`src/rtl/ethhp_pkg.sv`:
```
// shared types, constants and codes for the ethernet/ipv4/l4 header parser
`default_nettype none

package ethhp_pkg;

  // byte position within the packet, saturating
  localparam int unsigned OFF_W = 7;
  localparam logic [OFF_W-1:0] OFFSET_MAX = 7'd127;

  // header byte positions
  localparam logic [OFF_W-1:0] OFF_SRC_MAC  = 7'd6;
  localparam logic [OFF_W-1:0] OFF_ETYPE    = 7'd12;
  localparam logic [OFF_W-1:0] ETH_HDR_LEN  = 7'd14;
  localparam logic [OFF_W-1:0] OFF_ETYPE_LO = 7'd13;
  localparam logic [OFF_W-1:0] OFF_IHL      = 7'd14;
  localparam logic [OFF_W-1:0] OFF_PROTO    = 7'd23;
  localparam logic [OFF_W-1:0] OFF_SRC_IP   = 7'd26;
  localparam logic [OFF_W-1:0] OFF_DST_IP   = 7'd30;

  // captured l4 header bytes
  localparam int unsigned L4_MAX = 20;

  localparam logic [15:0] ETYPE_IPV4 = 16'h0800;
  localparam logic [15:0] ETYPE_ARP  = 16'h0806;

  localparam logic [7:0] PROTO_ICMP = 8'd1;
  localparam logic [7:0] PROTO_IGMP = 8'd2;
  localparam logic [7:0] PROTO_TCP  = 8'd6;
  localparam logic [7:0] PROTO_UDP  = 8'd17;

  localparam logic [3:0] IHL_MIN      = 4'd5;
  localparam logic [7:0] L4_LEN_SHORT = 8'd8;
  localparam logic [7:0] L4_LEN_TCP   = 8'd20;
  localparam logic [7:0] L4_LEN_NONE  = 8'd0;

  // l3_kind codes
  localparam logic [1:0] L3_OTHER = 2'd0;
  localparam logic [1:0] L3_IPV4  = 2'd1;
  localparam logic [1:0] L3_ARP   = 2'd2;
  localparam logic [1:0] L3_TRUNC = 2'd3;

  // l4_kind codes
  localparam logic [2:0] L4_NONE = 3'd0;
  localparam logic [2:0] L4_ICMP = 3'd1;
  localparam logic [2:0] L4_IGMP = 3'd2;
  localparam logic [2:0] L4_TCP  = 3'd3;
  localparam logic [2:0] L4_UDP  = 3'd4;

  typedef struct packed {
    logic [7:0] data_byte;
    logic       last_byte;
  } in_item_t;

  typedef struct packed {
    logic [1:0]  l3_kind;
    logic [2:0]  l4_kind;
    logic [47:0] dst_mac;
    logic [47:0] src_mac;
    logic [31:0] src_ip;
    logic [31:0] dst_ip;
    logic        ip_options_present;
    logic [15:0] first_word;
    logic [15:0] second_word;
    logic [31:0] seq_or_length;
    logic [31:0] ack_number;
    logic [57:0] tcp_detail;
  } out_item_t;

endpackage

`default_nettype wire

```
`src/rtl/eth_ipv4_l4_header_parser_top.sv`:
```
// top level of the ethernet/ipv4/l4 header parser
// usage:
// - packet bytes arrive on the in_ channel, one byte per transaction, ethernet header
//   first, with last_byte set on the final byte of each packet
// - one result transaction leaves on the out_ channel for every packet, carrying mac
//   addresses, l3/l4 kinds, ip addresses and the icmp, tcp or udp header fields
// - a byte is taken every cycle while in_stall is low; the byte register, the header
//   capture and the result register each move one transaction per clock unless
//   out_stall holds them; out_valid rises when a packet's last byte moves from the
//   byte register into the result register, unless an earlier result is still held
// - while a result waits under out_stall the byte register cannot drain, so in_stall
//   rises as soon as it holds a byte; bytes move again once the result is taken
// - a packet that ends early reports l3_kind truncated with missing fields at zero
// - synchronous reset clears both valid flags and all capture state; the block is
//   ready for the first byte in the cycle after rst_n goes high
`default_nettype none

module eth_ipv4_l4_header_parser_top
  import ethhp_pkg::*;
(
  input  wire logic     clk,
  input  wire logic     rst_n,
  input  wire logic     in_valid,
  input  wire in_item_t in_item,
  output logic          in_stall,
  output logic          out_valid,
  output out_item_t     out_item,
  input  wire logic     out_stall
);

  logic      step_en;
  in_item_t  step_item;
  logic      can_load;
  out_item_t result;

  // byte register; it drains whenever the result register can take a transaction
  ethhp_in_stage u_in_stage (
    .clk        (clk),
    .rst_n      (rst_n),
    .in_valid   (in_valid),
    .in_item    (in_item),
    .in_stall   (in_stall),
    .sink_ready (can_load),
    .step_en    (step_en),
    .step_item  (step_item)
  );

  // capture registers plus the combinational result for a last byte
  ethhp_parser u_parser (
    .clk       (clk),
    .rst_n     (rst_n),
    .step_en   (step_en),
    .step_item (step_item),
    .result    (result)
  );

  // result register, loaded only on a packet's last byte
  ethhp_out_stage u_out_stage (
    .clk       (clk),
    .rst_n     (rst_n),
    .load      (step_en & step_item.last_byte),
    .load_item (result),
    .can_load  (can_load),
    .out_valid (out_valid),
    .out_item  (out_item),
    .out_stall (out_stall)
  );

endmodule

`default_nettype wire

```
`src/rtl/ethhp_in_stage.sv`:
```
// input register stage holding one byte transaction
`default_nettype none

module ethhp_in_stage
  import ethhp_pkg::*;
(
  input  wire logic     clk,
  input  wire logic     rst_n,
  input  wire logic     in_valid,
  input  wire in_item_t in_item,
  output logic          in_stall,
  input  wire logic     sink_ready,
  output logic          step_en,
  output in_item_t      step_item
);

  logic     valid_r, valid_nxt;
  in_item_t item_r;
  logic     accept;

  assign step_en  = valid_r & sink_ready;
  assign in_stall = valid_r & ~sink_ready;
  assign accept   = in_valid & ~in_stall;

  always_comb begin
    valid_nxt = valid_r;
    if (accept) begin
      valid_nxt = 1'b1;
    end else if (step_en) begin
      valid_nxt = 1'b0;
    end
  end

  always_ff @(posedge clk) begin
    if (!rst_n) begin
      valid_r <= 1'b0;
    end else begin
      valid_r <= valid_nxt;
    end
    if (accept) begin
      item_r <= in_item;
    end
  end

  assign step_item = item_r;

endmodule

`default_nettype wire

```
`src/rtl/ethhp_parser.sv`:
```
// header capture state and result assembly, one byte per step
`default_nettype none

module ethhp_parser
  import ethhp_pkg::*;
(
  input  wire logic     clk,
  input  wire logic     rst_n,
  input  wire logic     step_en,
  input  wire in_item_t step_item,
  output out_item_t     result
);

  logic [OFF_W-1:0] offset_r, offset_nxt;
  logic [15:0]      etype_r, etype_nxt;
  logic [3:0]       ihw_r, ihw_nxt;
  logic [7:0]       proto_r, proto_nxt;
  logic [47:0]      dst_mac_r, dst_mac_nxt;
  logic [47:0]      src_mac_r, src_mac_nxt;
  logic [31:0]      src_ip_r, src_ip_nxt;
  logic [31:0]      dst_ip_r, dst_ip_nxt;
  logic [7:0]       l4_r   [L4_MAX];
  logic [7:0]       l4_nxt [L4_MAX];

  logic [7:0]       b;
  logic [OFF_W-1:0] off;
  logic             ip_step;
  logic [7:0]       l4_start;
  logic [7:0]       rel;
  logic             l4_wr;

  logic [7:0]       count;
  logic             is_ip;
  logic [3:0]       ihw_eff;
  logic [7:0]       l4_len;
  logic [7:0]       need;
  logic             trunc;
  logic             proto_known;

  assign b   = step_item.data_byte;
  assign off = offset_r;

  // next state for the byte in hand
  always_comb begin
    offset_nxt  = (offset_r < OFFSET_MAX) ? offset_r + 7'd1 : offset_r;
    etype_nxt   = etype_r;
    ihw_nxt     = ihw_r;
    proto_nxt   = proto_r;
    dst_mac_nxt = dst_mac_r;
    src_mac_nxt = src_mac_r;
    src_ip_nxt  = src_ip_r;
    dst_ip_nxt  = dst_ip_r;
    l4_nxt      = l4_r;

    for (int i = 0; i < 6; i++) begin
      if (off == 7'(i)) begin
        dst_mac_nxt[8*(5-i) +: 8] = b;
      end
      if (off == OFF_SRC_MAC + 7'(i)) begin
        src_mac_nxt[8*(5-i) +: 8] = b;
      end
    end
    for (int i = 0; i < 2; i++) begin
      if (off == OFF_ETYPE + 7'(i)) begin
        etype_nxt[8*(1-i) +: 8] = b;
      end
    end

    ip_step = (etype_nxt == ETYPE_IPV4) && (off >= ETH_HDR_LEN);

    if (ip_step && off == OFF_IHL) begin
      ihw_nxt = (b[3:0] < IHL_MIN) ? IHL_MIN : b[3:0];
    end
    if (ip_step && off == OFF_PROTO) begin
      proto_nxt = b;
    end
    for (int i = 0; i < 4; i++) begin
      if (ip_step && off == OFF_SRC_IP + 7'(i)) begin
        src_ip_nxt[8*(3-i) +: 8] = b;
      end
      if (ip_step && off == OFF_DST_IP + 7'(i)) begin
        dst_ip_nxt[8*(3-i) +: 8] = b;
      end
    end

    // l4 header starts after the ip header with its options
    l4_start = {1'b0, ETH_HDR_LEN} + {2'b00, ihw_nxt, 2'b00};
    rel      = {1'b0, off} - l4_start;
    l4_wr    = ip_step && ({1'b0, off} >= l4_start) && (rel < 8'(L4_MAX));
    for (int i = 0; i < L4_MAX; i++) begin
      if (l4_wr && rel == 8'(i)) begin
        l4_nxt[i] = b;
      end
    end
  end

  // result for a last byte, taken from the updated state
  always_comb begin
    count   = {1'b0, off} + 8'd1;
    is_ip   = (etype_nxt == ETYPE_IPV4) && (off >= OFF_ETYPE_LO);
    ihw_eff = (ihw_nxt < IHL_MIN) ? IHL_MIN : ihw_nxt;
    case (proto_nxt)
      PROTO_ICMP: l4_len = L4_LEN_SHORT;
      PROTO_UDP:  l4_len = L4_LEN_SHORT;
      PROTO_TCP:  l4_len = L4_LEN_TCP;
      default:    l4_len = L4_LEN_NONE;
    endcase
    need  = {1'b0, ETH_HDR_LEN} + {2'b00, ihw_eff, 2'b00} + l4_len;
    trunc = (off < OFF_ETYPE_LO) || (is_ip && count < need);
    proto_known = is_ip && (off >= OFF_PROTO);

    result = '0;
    if (trunc) begin
      result.l3_kind = L3_TRUNC;
    end else if (etype_nxt == ETYPE_IPV4) begin
      result.l3_kind = L3_IPV4;
    end else if (etype_nxt == ETYPE_ARP) begin
      result.l3_kind = L3_ARP;
    end else begin
      result.l3_kind = L3_OTHER;
    end
    result.dst_mac            = dst_mac_nxt;
    result.src_mac            = src_mac_nxt;
    result.src_ip             = is_ip ? src_ip_nxt : 32'd0;
    result.dst_ip             = is_ip ? dst_ip_nxt : 32'd0;
    result.ip_options_present = is_ip && (ihw_nxt > IHL_MIN);

    if (proto_known) begin
      case (proto_nxt)
        PROTO_ICMP: begin
          result.l4_kind    = L4_ICMP;
          result.first_word = {l4_nxt[0], l4_nxt[1]};
        end
        PROTO_IGMP: begin
          result.l4_kind = L4_IGMP;
        end
        PROTO_TCP: begin
          result.l4_kind       = L4_TCP;
          result.first_word    = {l4_nxt[0], l4_nxt[1]};
          result.second_word   = {l4_nxt[2], l4_nxt[3]};
          result.seq_or_length = {l4_nxt[4], l4_nxt[5], l4_nxt[6], l4_nxt[7]};
          result.ack_number    = {l4_nxt[8], l4_nxt[9], l4_nxt[10], l4_nxt[11]};
          result.tcp_detail    = {l4_nxt[12][7:4], l4_nxt[13][5:0],
                                  l4_nxt[14], l4_nxt[15], l4_nxt[16],
                                  l4_nxt[17], l4_nxt[18], l4_nxt[19]};
        end
        PROTO_UDP: begin
          result.l4_kind       = L4_UDP;
          result.first_word    = {l4_nxt[0], l4_nxt[1]};
          result.second_word   = {l4_nxt[2], l4_nxt[3]};
          result.seq_or_length = {16'd0, l4_nxt[4], l4_nxt[5]};
        end
        default: begin
          result.l4_kind = L4_NONE;
        end
      endcase
    end
  end

  // state clears on reset and after the last byte of every packet
  always_ff @(posedge clk) begin
    if (!rst_n || (step_en && step_item.last_byte)) begin
      offset_r  <= '0;
      etype_r   <= '0;
      ihw_r     <= '0;
      proto_r   <= '0;
      dst_mac_r <= '0;
      src_mac_r <= '0;
      src_ip_r  <= '0;
      dst_ip_r  <= '0;
      for (int i = 0; i < L4_MAX; i++) begin
        l4_r[i] <= '0;
      end
    end else if (step_en) begin
      offset_r  <= offset_nxt;
      etype_r   <= etype_nxt;
      ihw_r     <= ihw_nxt;
      proto_r   <= proto_nxt;
      dst_mac_r <= dst_mac_nxt;
      src_mac_r <= src_mac_nxt;
      src_ip_r  <= src_ip_nxt;
      dst_ip_r  <= dst_ip_nxt;
      l4_r      <= l4_nxt;
    end
  end

endmodule

`default_nettype wire

```
`src/rtl/ethhp_out_stage.sv`:
```
// result register with valid/stall towards the receiver
`default_nettype none

module ethhp_out_stage
  import ethhp_pkg::*;
(
  input  wire logic      clk,
  input  wire logic      rst_n,
  input  wire logic      load,
  input  wire out_item_t load_item,
  output logic           can_load,
  output logic           out_valid,
  output out_item_t      out_item,
  input  wire logic      out_stall
);

  logic      valid_r, valid_nxt;
  out_item_t item_r;

  assign can_load = ~valid_r | ~out_stall;

  always_comb begin
    valid_nxt = valid_r;
    if (load) begin
      valid_nxt = 1'b1;
    end else if (valid_r && !out_stall) begin
      valid_nxt = 1'b0;
    end
  end

  always_ff @(posedge clk) begin
    if (!rst_n) begin
      valid_r <= 1'b0;
    end else begin
      valid_r <= valid_nxt;
    end
    if (load) begin
      item_r <= load_item;
    end
  end

  assign out_valid = valid_r;
  assign out_item  = item_r;

endmodule

`default_nettype wire

```
`config.mk`:
```
export PLATFORM = sky130hd
export DESIGN_NAME = eth_ipv4_l4_header_parser_top
export DESIGN_NICKNAME = d
export VERILOG_FILES = /design/src/rtl/ethhp_pkg.sv /design/src/rtl/eth_ipv4_l4_header_parser_top.sv /design/src/rtl/ethhp_in_stage.sv /design/src/rtl/ethhp_parser.sv /design/src/rtl/ethhp_out_stage.sv
export SDC_FILE = /design/constraint.sdc
export NUM_CORES = 1
export LEC_CHECK = 0
export ABC_AREA = 1
export BUFFER_PORTS_ARGS = -buffer_cell sky130_fd_sc_hd__buf_2
export CAP_MARGIN = 30
export CORE_MARGIN = 2
export CORE_UTILIZATION = 52
export CTS_CLUSTER_SIZE = 30
export DETAILED_ROUTE_END_ITERATION = 6
export HOLD_SLACK_MARGIN = 0.06
export MAX_ROUTING_LAYER = met4
export PLACE_DENSITY = 0.72
export SLEW_MARGIN = 40
export SYNTH_ARGS = -nofsm -noshare
export SYNTH_HDL_FRONTEND = slang
export SYNTH_HIERARCHICAL = 1
export SYNTH_SLANG_ARGS = --single-unit
export TNS_END_PERCENT = 50
```
`constraint.sdc`:
```
create_clock -name clk -period 14.3 [get_ports clk]
set_clock_uncertainty 0.05 [all_clocks]
set_input_delay 0 -clock clk [delete_from_list [all_inputs] [get_ports clk]]
set_output_delay 0 -clock clk [all_outputs]
set_load 0.02 [all_outputs]
```
==> results_dict.tcl, run 1 <==
set metrics [dict create \
    outcome "complete, no violations" \
    drc 0 \
    grt_use_total_pct 26.8 \
    fmax_ghz 0.139 \
    finalWorstSetupSlack_ns 7.10 \
    n_antenna_cell 0 \
    start_kind "flip-flop" \
    htree_levels 3 \
    die_h_um 244 \
    place_hpwl_um 47300 \
    antenna_left 0 \
    final-hold-violation-count 0 \
    yosys_warnings 6 \
    synth.avg_cell_area_um2 8.22 \
    crit_required_ns 14.72 \
    regArea_um2 16900 \
    dpl_worst_slack_ns 7.10 \
    drv_cap 0 \
    synthesis.area_um2 30000 \
    gp_congestion 0.912 \
    clk_pin_slew_ns 0.07 \
    fin_crit_sh_pct 50.4 \
    core_area_um2 56700 \
    start_util_pct 52.8 \
    synth_cell_type_count 38 \
    antenna_found_initial 1 \
    synthCells 3647 \
    fin_area_um2 34500 \
    peakVddDrop_uv 82.0 \
    grt_max_degree 225 \
    drt-total-wl_um 79300 \
    utilization_pct 60.9 \
    rsz0062_at_grt "false" \
    leakage_nw 15.4 \
    hold_class "flip-flop to flip-flop" \
    synth_seq_cells 680 \
    wl_per_cell_um 16.9 \
    place_inst 4537 \
    final.setup.tns_ns 0 \
    fin_hold_ws_ns 0.429 \
    cts_root_buf "clkbuf_16" \
    io_buffers 334 \
    grt-ovfl-total 0 \
    syn-num-nets 3685 \
    post-route-min-period_ns 7.20 \
    arrival_ns 7.63 \
    grt_pass1_vias 22100 \
    die_area_um2 59600 \
    drtIter0Drc 2538 \
    die_w_um 244 \
    cts_buffer_depth 3 \
    cts_num_sinks 680 \
    postCtsSetupRepairBufs 0 \
    seq_area_frac_synth_pct 56.4 \
    cts_buffers 70 \
    setup_viol 0 \
    area_growth_pct 15.2 \
    crit_path_max_fanout 16 \
    io_pins 335 \
    vias_per_cell 5.22 \
    powerDensity_nw_per_um2 129 \
    path_common_cell "nand2_1" \
    multi_input_area_um2 9930 \
    fp-row-count 87 \
    worstSetupPathType "flip-flop to flip-flop" \
    grt_pass1_wl_um 122000 \
    crit_slowest_cell "nand2_1" \
    clock_latency_ns 0.61 \
    place_area_um2 31900 \
    n_fill_cell 4911 \
    fin_cells 4687 \
    worst_setup_path_end_kind "flip-flop" \
    drive_gt1_share_pct 12.8 \
    relSlewSlack_pct 44.6 \
    cts_tree "done" \
    slowest_delay_ns 0.62 \
    nets 3916 \
    worst_slew_pin_slew_ns 0.829 \
    finalMaxSlewViolations 0 \
    dr.pass1.iters 6 \
    p_total_mw 4.45 \
    vias 24500 \
]
## cell usage in the layout, fill, tap and decap left out, types with 4 or more instances in the layout
cell type      instances
a21oi_1              151
and2_1                32
buf_2                334
buf_4                 15
buf_6                  6
bufinv_16              6
clkbuf_1              17
clkbuf_16             75
clkbuf_8               7
clkinv_1              12
clkinv_2              12
dfxtp_1              351
dlygate4sd3_1         23
edfxtp_1             329
ha_1                  23
inv_1                586
inv_2                  8
nand2_1              590
nand2_2                6
nand3_1               63
nand3_2                5
nand4_1               19
nor2_1               572
nor2_2                 6
nor3_1                17
o211ai_1              76
o21ai_0              543
o21bai_1               4
xor2_1                 6
## flip-flops by register name, indices dropped and copies added, names as in the netlist, 4 cells and up
signal                flops
u_parser/l4_r           154
u_parser/dst_mac_r       48
u_parser/dst_ip_r        32
u_parser/ihw_r            4
u_parser/off              7
u_parser/proto_r          8
u_in_stage/step_item      9
u_parser/src_ip_r        32
u_parser/src_mac_r       48
u_parser/etype_r         16
u_out_stage/out_item    320
## final timing paths
check | cells after the start | from | slack, ns | end
hold reg to reg | 2 | u_parser/proto_r[5]$_SDFFE_PP0P_ | 0.43 | u_parser/proto_r[5]$_SDFFE_PP0P_
setup reg to reg | 30 | u_parser/off[4]$_SDFFE_PP0P_ | 7.10 | u_out_stage/out_item[101]$_DFFE_PP_
setup / recovery | 30 | u_parser/off[4]$_SDFFE_PP0P_ | 7.10 | u_out_stage/out_item[101]$_DFFE_PP_
hold / removal | 2 | u_parser/proto_r[5]$_SDFFE_PP0P_ | 0.43 | u_parser/proto_r[5]$_SDFFE_PP0P_
## final cells by class
class | instances | area share, %
clock buffers | 98 | 5.86
inverters | 605 | 6.67
clock inverters | 27 | 0.819
flip-flops and latches | 680 | 49.0
multi-input cells | 2140 | 28.8
well taps | 756 | 2.74
repair buffers | 381 | 6.21
## Yosys cell counts
library cell  number  share of area, %
buf_4              8              0.20
o21ai_0          545               9.1
nor2_1           572               7.2
nor2_2             6              0.13
nand2_1          591               7.4
buf_1             14              0.18
and2_1            33              0.69
edfxtp_1         329                33
fa_1               2              0.13
buf_2             13              0.22
nor2_8             1             0.067
a31oi_1            1             0.021
xor2_1             6              0.18
nand3b_1           1             0.025
o21bai_1           4              0.10
inv_2              3             0.038
o211ai_1          76               1.9
nand2_2            6              0.13
nor4_2             2             0.083
dfxtp_1          351                23
nor3_1            20              0.33
clkinv_1           4             0.050
o21a_1             2             0.050
inv_1            598               7.5
a21oi_1          151               2.5
nand3_4            1             0.058
o21ai_1            1             0.017
o31ai_1            2             0.050
clkbuf_1         181               2.3
a211oi_1           2             0.050
nor2_4             2             0.075
buf_6              6              0.23
ha_1              23              0.96
nand4_1           19              0.40
a21oi_2            1             0.029
or2_2              2             0.042
nand3_2            5              0.17
nand3_1           63               1.1
## logic make-up after synthesis
family	count (synthesis)	share of synthesized area [%]
flops	680	56.4
xor+xnor	6	0.175
simple gates	1324	17.8
fa+ha+maj	25	1.09
buf+inv	827	10.7
compound gates	785	13.8
## what timing repair did
action / 4_1_cts / 5_1_grt
hold buffers: 23 / 0
endpoints found under the hold margin: 20 / 0
resized for setup: 0 / 0
## critical path: cells and delay by family, from the launching register on
| kind | cells | cell delay (ns) |
|---|---|---|
| simple gates | 20 | 4.20 |
| flops | 1 | 0.55 |
| fa+ha+maj | 1 | 0.37 |
| buf+inv | 5 | 0.88 |
| compound gates | 3 | 0.90 |
| xor+xnor | 1 | 0.10 |
## power breakdown
group	switching [mW]	leakage [nW]	internal [mW]	total, mW
Combinational	0.294	8.52	0.123	0.417
Clock	0.753	1.12	1.10	1.85
Sequential	0.0507	5.74	2.13	2.18
## metal layers
metal | share of wire [%] | vias to the layer above | global-route usage [%]
met1 | 43 | 11400 | 36.1
met4 | 3.1 | 0 | 9.88
met3 | 6.8 | 141 | 3.59
met5 | 0 | - | -
li1 | - | 12100 | -
met2 | 47 | 895 | 41.6
Power figures use the tool's default switching activity.
==> inputs of run 2 (changes only) <==
- clock period: 14.3 -> 7.5 ns (I/O delays scaled with it)
==> results_dict.tcl, run 2 (synthesized netlist as in run 1, its figures left out) <==
set metrics [dict create \
    crit_path_max_fanout 34 \
    wl_per_cell_um 16.8 \
    grt_max_degree 181 \
    utilization_pct 61.2 \
    drtIter0Drc 2241 \
    n_antenna_cell 0 \
    area_growth_pct 15.9 \
    start_kind "flip-flop" \
    final.setup.tns_ns 0 \
    io_buffers 334 \
    fin_hold_ws_ns 0.0850 \
    die_area_um2 59600 \
    cts_tree "done" \
    core_area_um2 56700 \
    start_util_pct 52.8 \
    finalMaxSlewViolations 0 \
    cts_num_sinks 680 \
    die_h_um 244 \
    drive_gt1_share_pct 13.4 \
    cpLargestDelayFamily "simple AND/OR/NAND/NOR gates" \
    largest_register_ff_count 320 \
    setup_viol 0 \
    crit-reg2reg-launch "u_parser/off[4]$_SDFFE_PP0P_" \
    nets 3930 \
    mostFrequentLayoutCells "nand2_1 (590), inv_1 (586), nor2_1 (570)" \
    clock_latency_ns 0.61 \
    grt_use_total_pct 26.6 \
    post-route-min-period_ns 6.75 \
    crit_buf_inv 5 \
    worst_slew_pin_slew_ns 0.949 \
    antenna_found_initial 1 \
    hold_path_end "u_parser/src_mac_r[35]$_SDFFE_PP0P_" \
    worst_setup_path_end_kind "flip-flop" \
    gp_congestion 0.943 \
    cts_root_buf "clkbuf_16" \
    grt_pass1_wl_um 121000 \
    clk_pin_slew_ns 0.06 \
    path_common_cell "nand2_1" \
    leakage_nw 15.5 \
    htree_levels 3 \
    fin_cells 4704 \
    drc 0 \
    powerDensity_nw_per_um2 244 \
    peakVddDrop_uv 213 \
    io_pins 335 \
    hp-start "rst_n" \
    reg2reg_to "u_out_stage/out_item[83]$_DFFE_PP_" \
    cts_buffer_depth 3 \
    drt-total-wl_um 79200 \
    vias_per_cell 5.21 \
    final_common_cell "nand2_1" \
    slowest_delay_ns 0.53 \
    outcome "complete, no violations" \
    n_fill_cell 4898 \
    place_hpwl_um 47800 \
    whs_path_depth 5 \
    reg2reg_depth 30 \
    final-hold-violation-count 0 \
    fmax_ghz 0.148 \
    place_inst 4550 \
    worstSetupPathType "flip-flop to flip-flop" \
    crit_required_ns 7.79 \
    rsz0062_at_grt "false" \
    drv_cap 0 \
    rrSetupSlack_ns 0.75 \
    grt_pass1_vias 21600 \
    cts_buffers 71 \
    grt-ovfl-total 0 \
    fp-row-count 87 \
    die_w_um 244 \
    relSlewSlack_pct 36.7 \
    fin_crit_sh_pct 90.0 \
    antenna_left 0 \
    arrival_ns 7.04 \
    vias 24500 \
    hold_class "primary input to flip-flop" \
    dr.pass1.iters 6 \
    crit_slowest_cell "dfxtp_1" \
]
==> run 2: cell types whose count changed in the layout (fill, tap and decap cells not counted), sizes merged <==
cell	before	now
clkinv	25	26
buf	357	373
bufinv	6	5
inv	598	602
clkbuf	99	96
dlygate4sd3	23	21
clkinvlp	3	5
==> run 2: layer usage <==
layer,track usage [%],routed length [µm]
met1,35.6,33600
met2,41.4,37200
met3,4.43,5820
met4,8.95,2650
met5,-,0
==> run 2: layout make-up <==
type / instances / area, µm² / share of cell area (%)
well taps: 756 / 946 / 2.72
multi-input cells: 2140 / 9940 / 28.6
clock buffers: 96 / 1990 / 5.74
repair buffers: 394 / 2340 / 6.75
flip-flops and latches: 680 / 16900 / 48.7
inverters: 605 / 2290 / 6.59
clock inverters: 33 / 314 / 0.904
==> run 2: metrics by stage <==
stage	total power, mW	area, µm²	setup WS [ns]
finish	8.48	34700	0.752
global route	8.78	34700	0.0685
CTS	8.52	34600	0.459
detailed placement	5.03	32100	0.522
global placement	5.01	32000	0.770
floorplan	4.79	30000	1.53
==> run 2: worst reg2reg max path, delay by kind of cell (launching register included) <==
family                     cells  cell delay [ns]
and+or+nand+nor               19             3.59
AOI/OAI and AO/OA              4             1.02
buffers and inverters          5             0.81
xor gates and xnor gates       1             0.10
DFF                            1             0.53
adders and majority gates      1             0.37
==> run 2: power breakdown <==
part	switching (mW)	internal (mW)
registers	0.0823	4.07
clock network	1.46	2.04
logic	0.580	0.245
total	2.12	6.36
==> run 2: timing repair <==
action                                 4_1_cts  5_1_grt
hold buffers                                21        0
setup endpoints to repair                    0      188
endpoints found under the hold margin       20        0
buffers inserted                             0        1
resized for setup                            0        4
==> run 2: worst max path at each step <==
stage | start | to | slack [ns] | depth (start not counted)
after global routing | u_parser/off[5]$_SDFFE_PP0P_ | u_out_stage/out_item[87]$_DFFE_PP_ | 0.07 | 32
after CTS | u_parser/off[4]$_SDFFE_PP0P_ | u_out_stage/out_item[92]$_DFFE_PP_ | 0.46 | 29
after floorplan | u_out_stage/out_valid$_SDFFE_PN0P_ | u_out_stage/out_item[0]$_DFFE_PP_ | 1.53 | 5
after detailed placement | u_parser/off[4]$_SDFFE_PP0P_ | u_out_stage/out_item[92]$_DFFE_PP_ | 0.52 | 29
final | u_parser/off[4]$_SDFFE_PP0P_ | u_out_stage/out_item[83]$_DFFE_PP_ | 0.75 | 30
after global placement | u_parser/off[5]$_SDFFE_PP0P_ | u_out_stage/out_item[106]$_DFFE_PP_ | 0.77 | 27
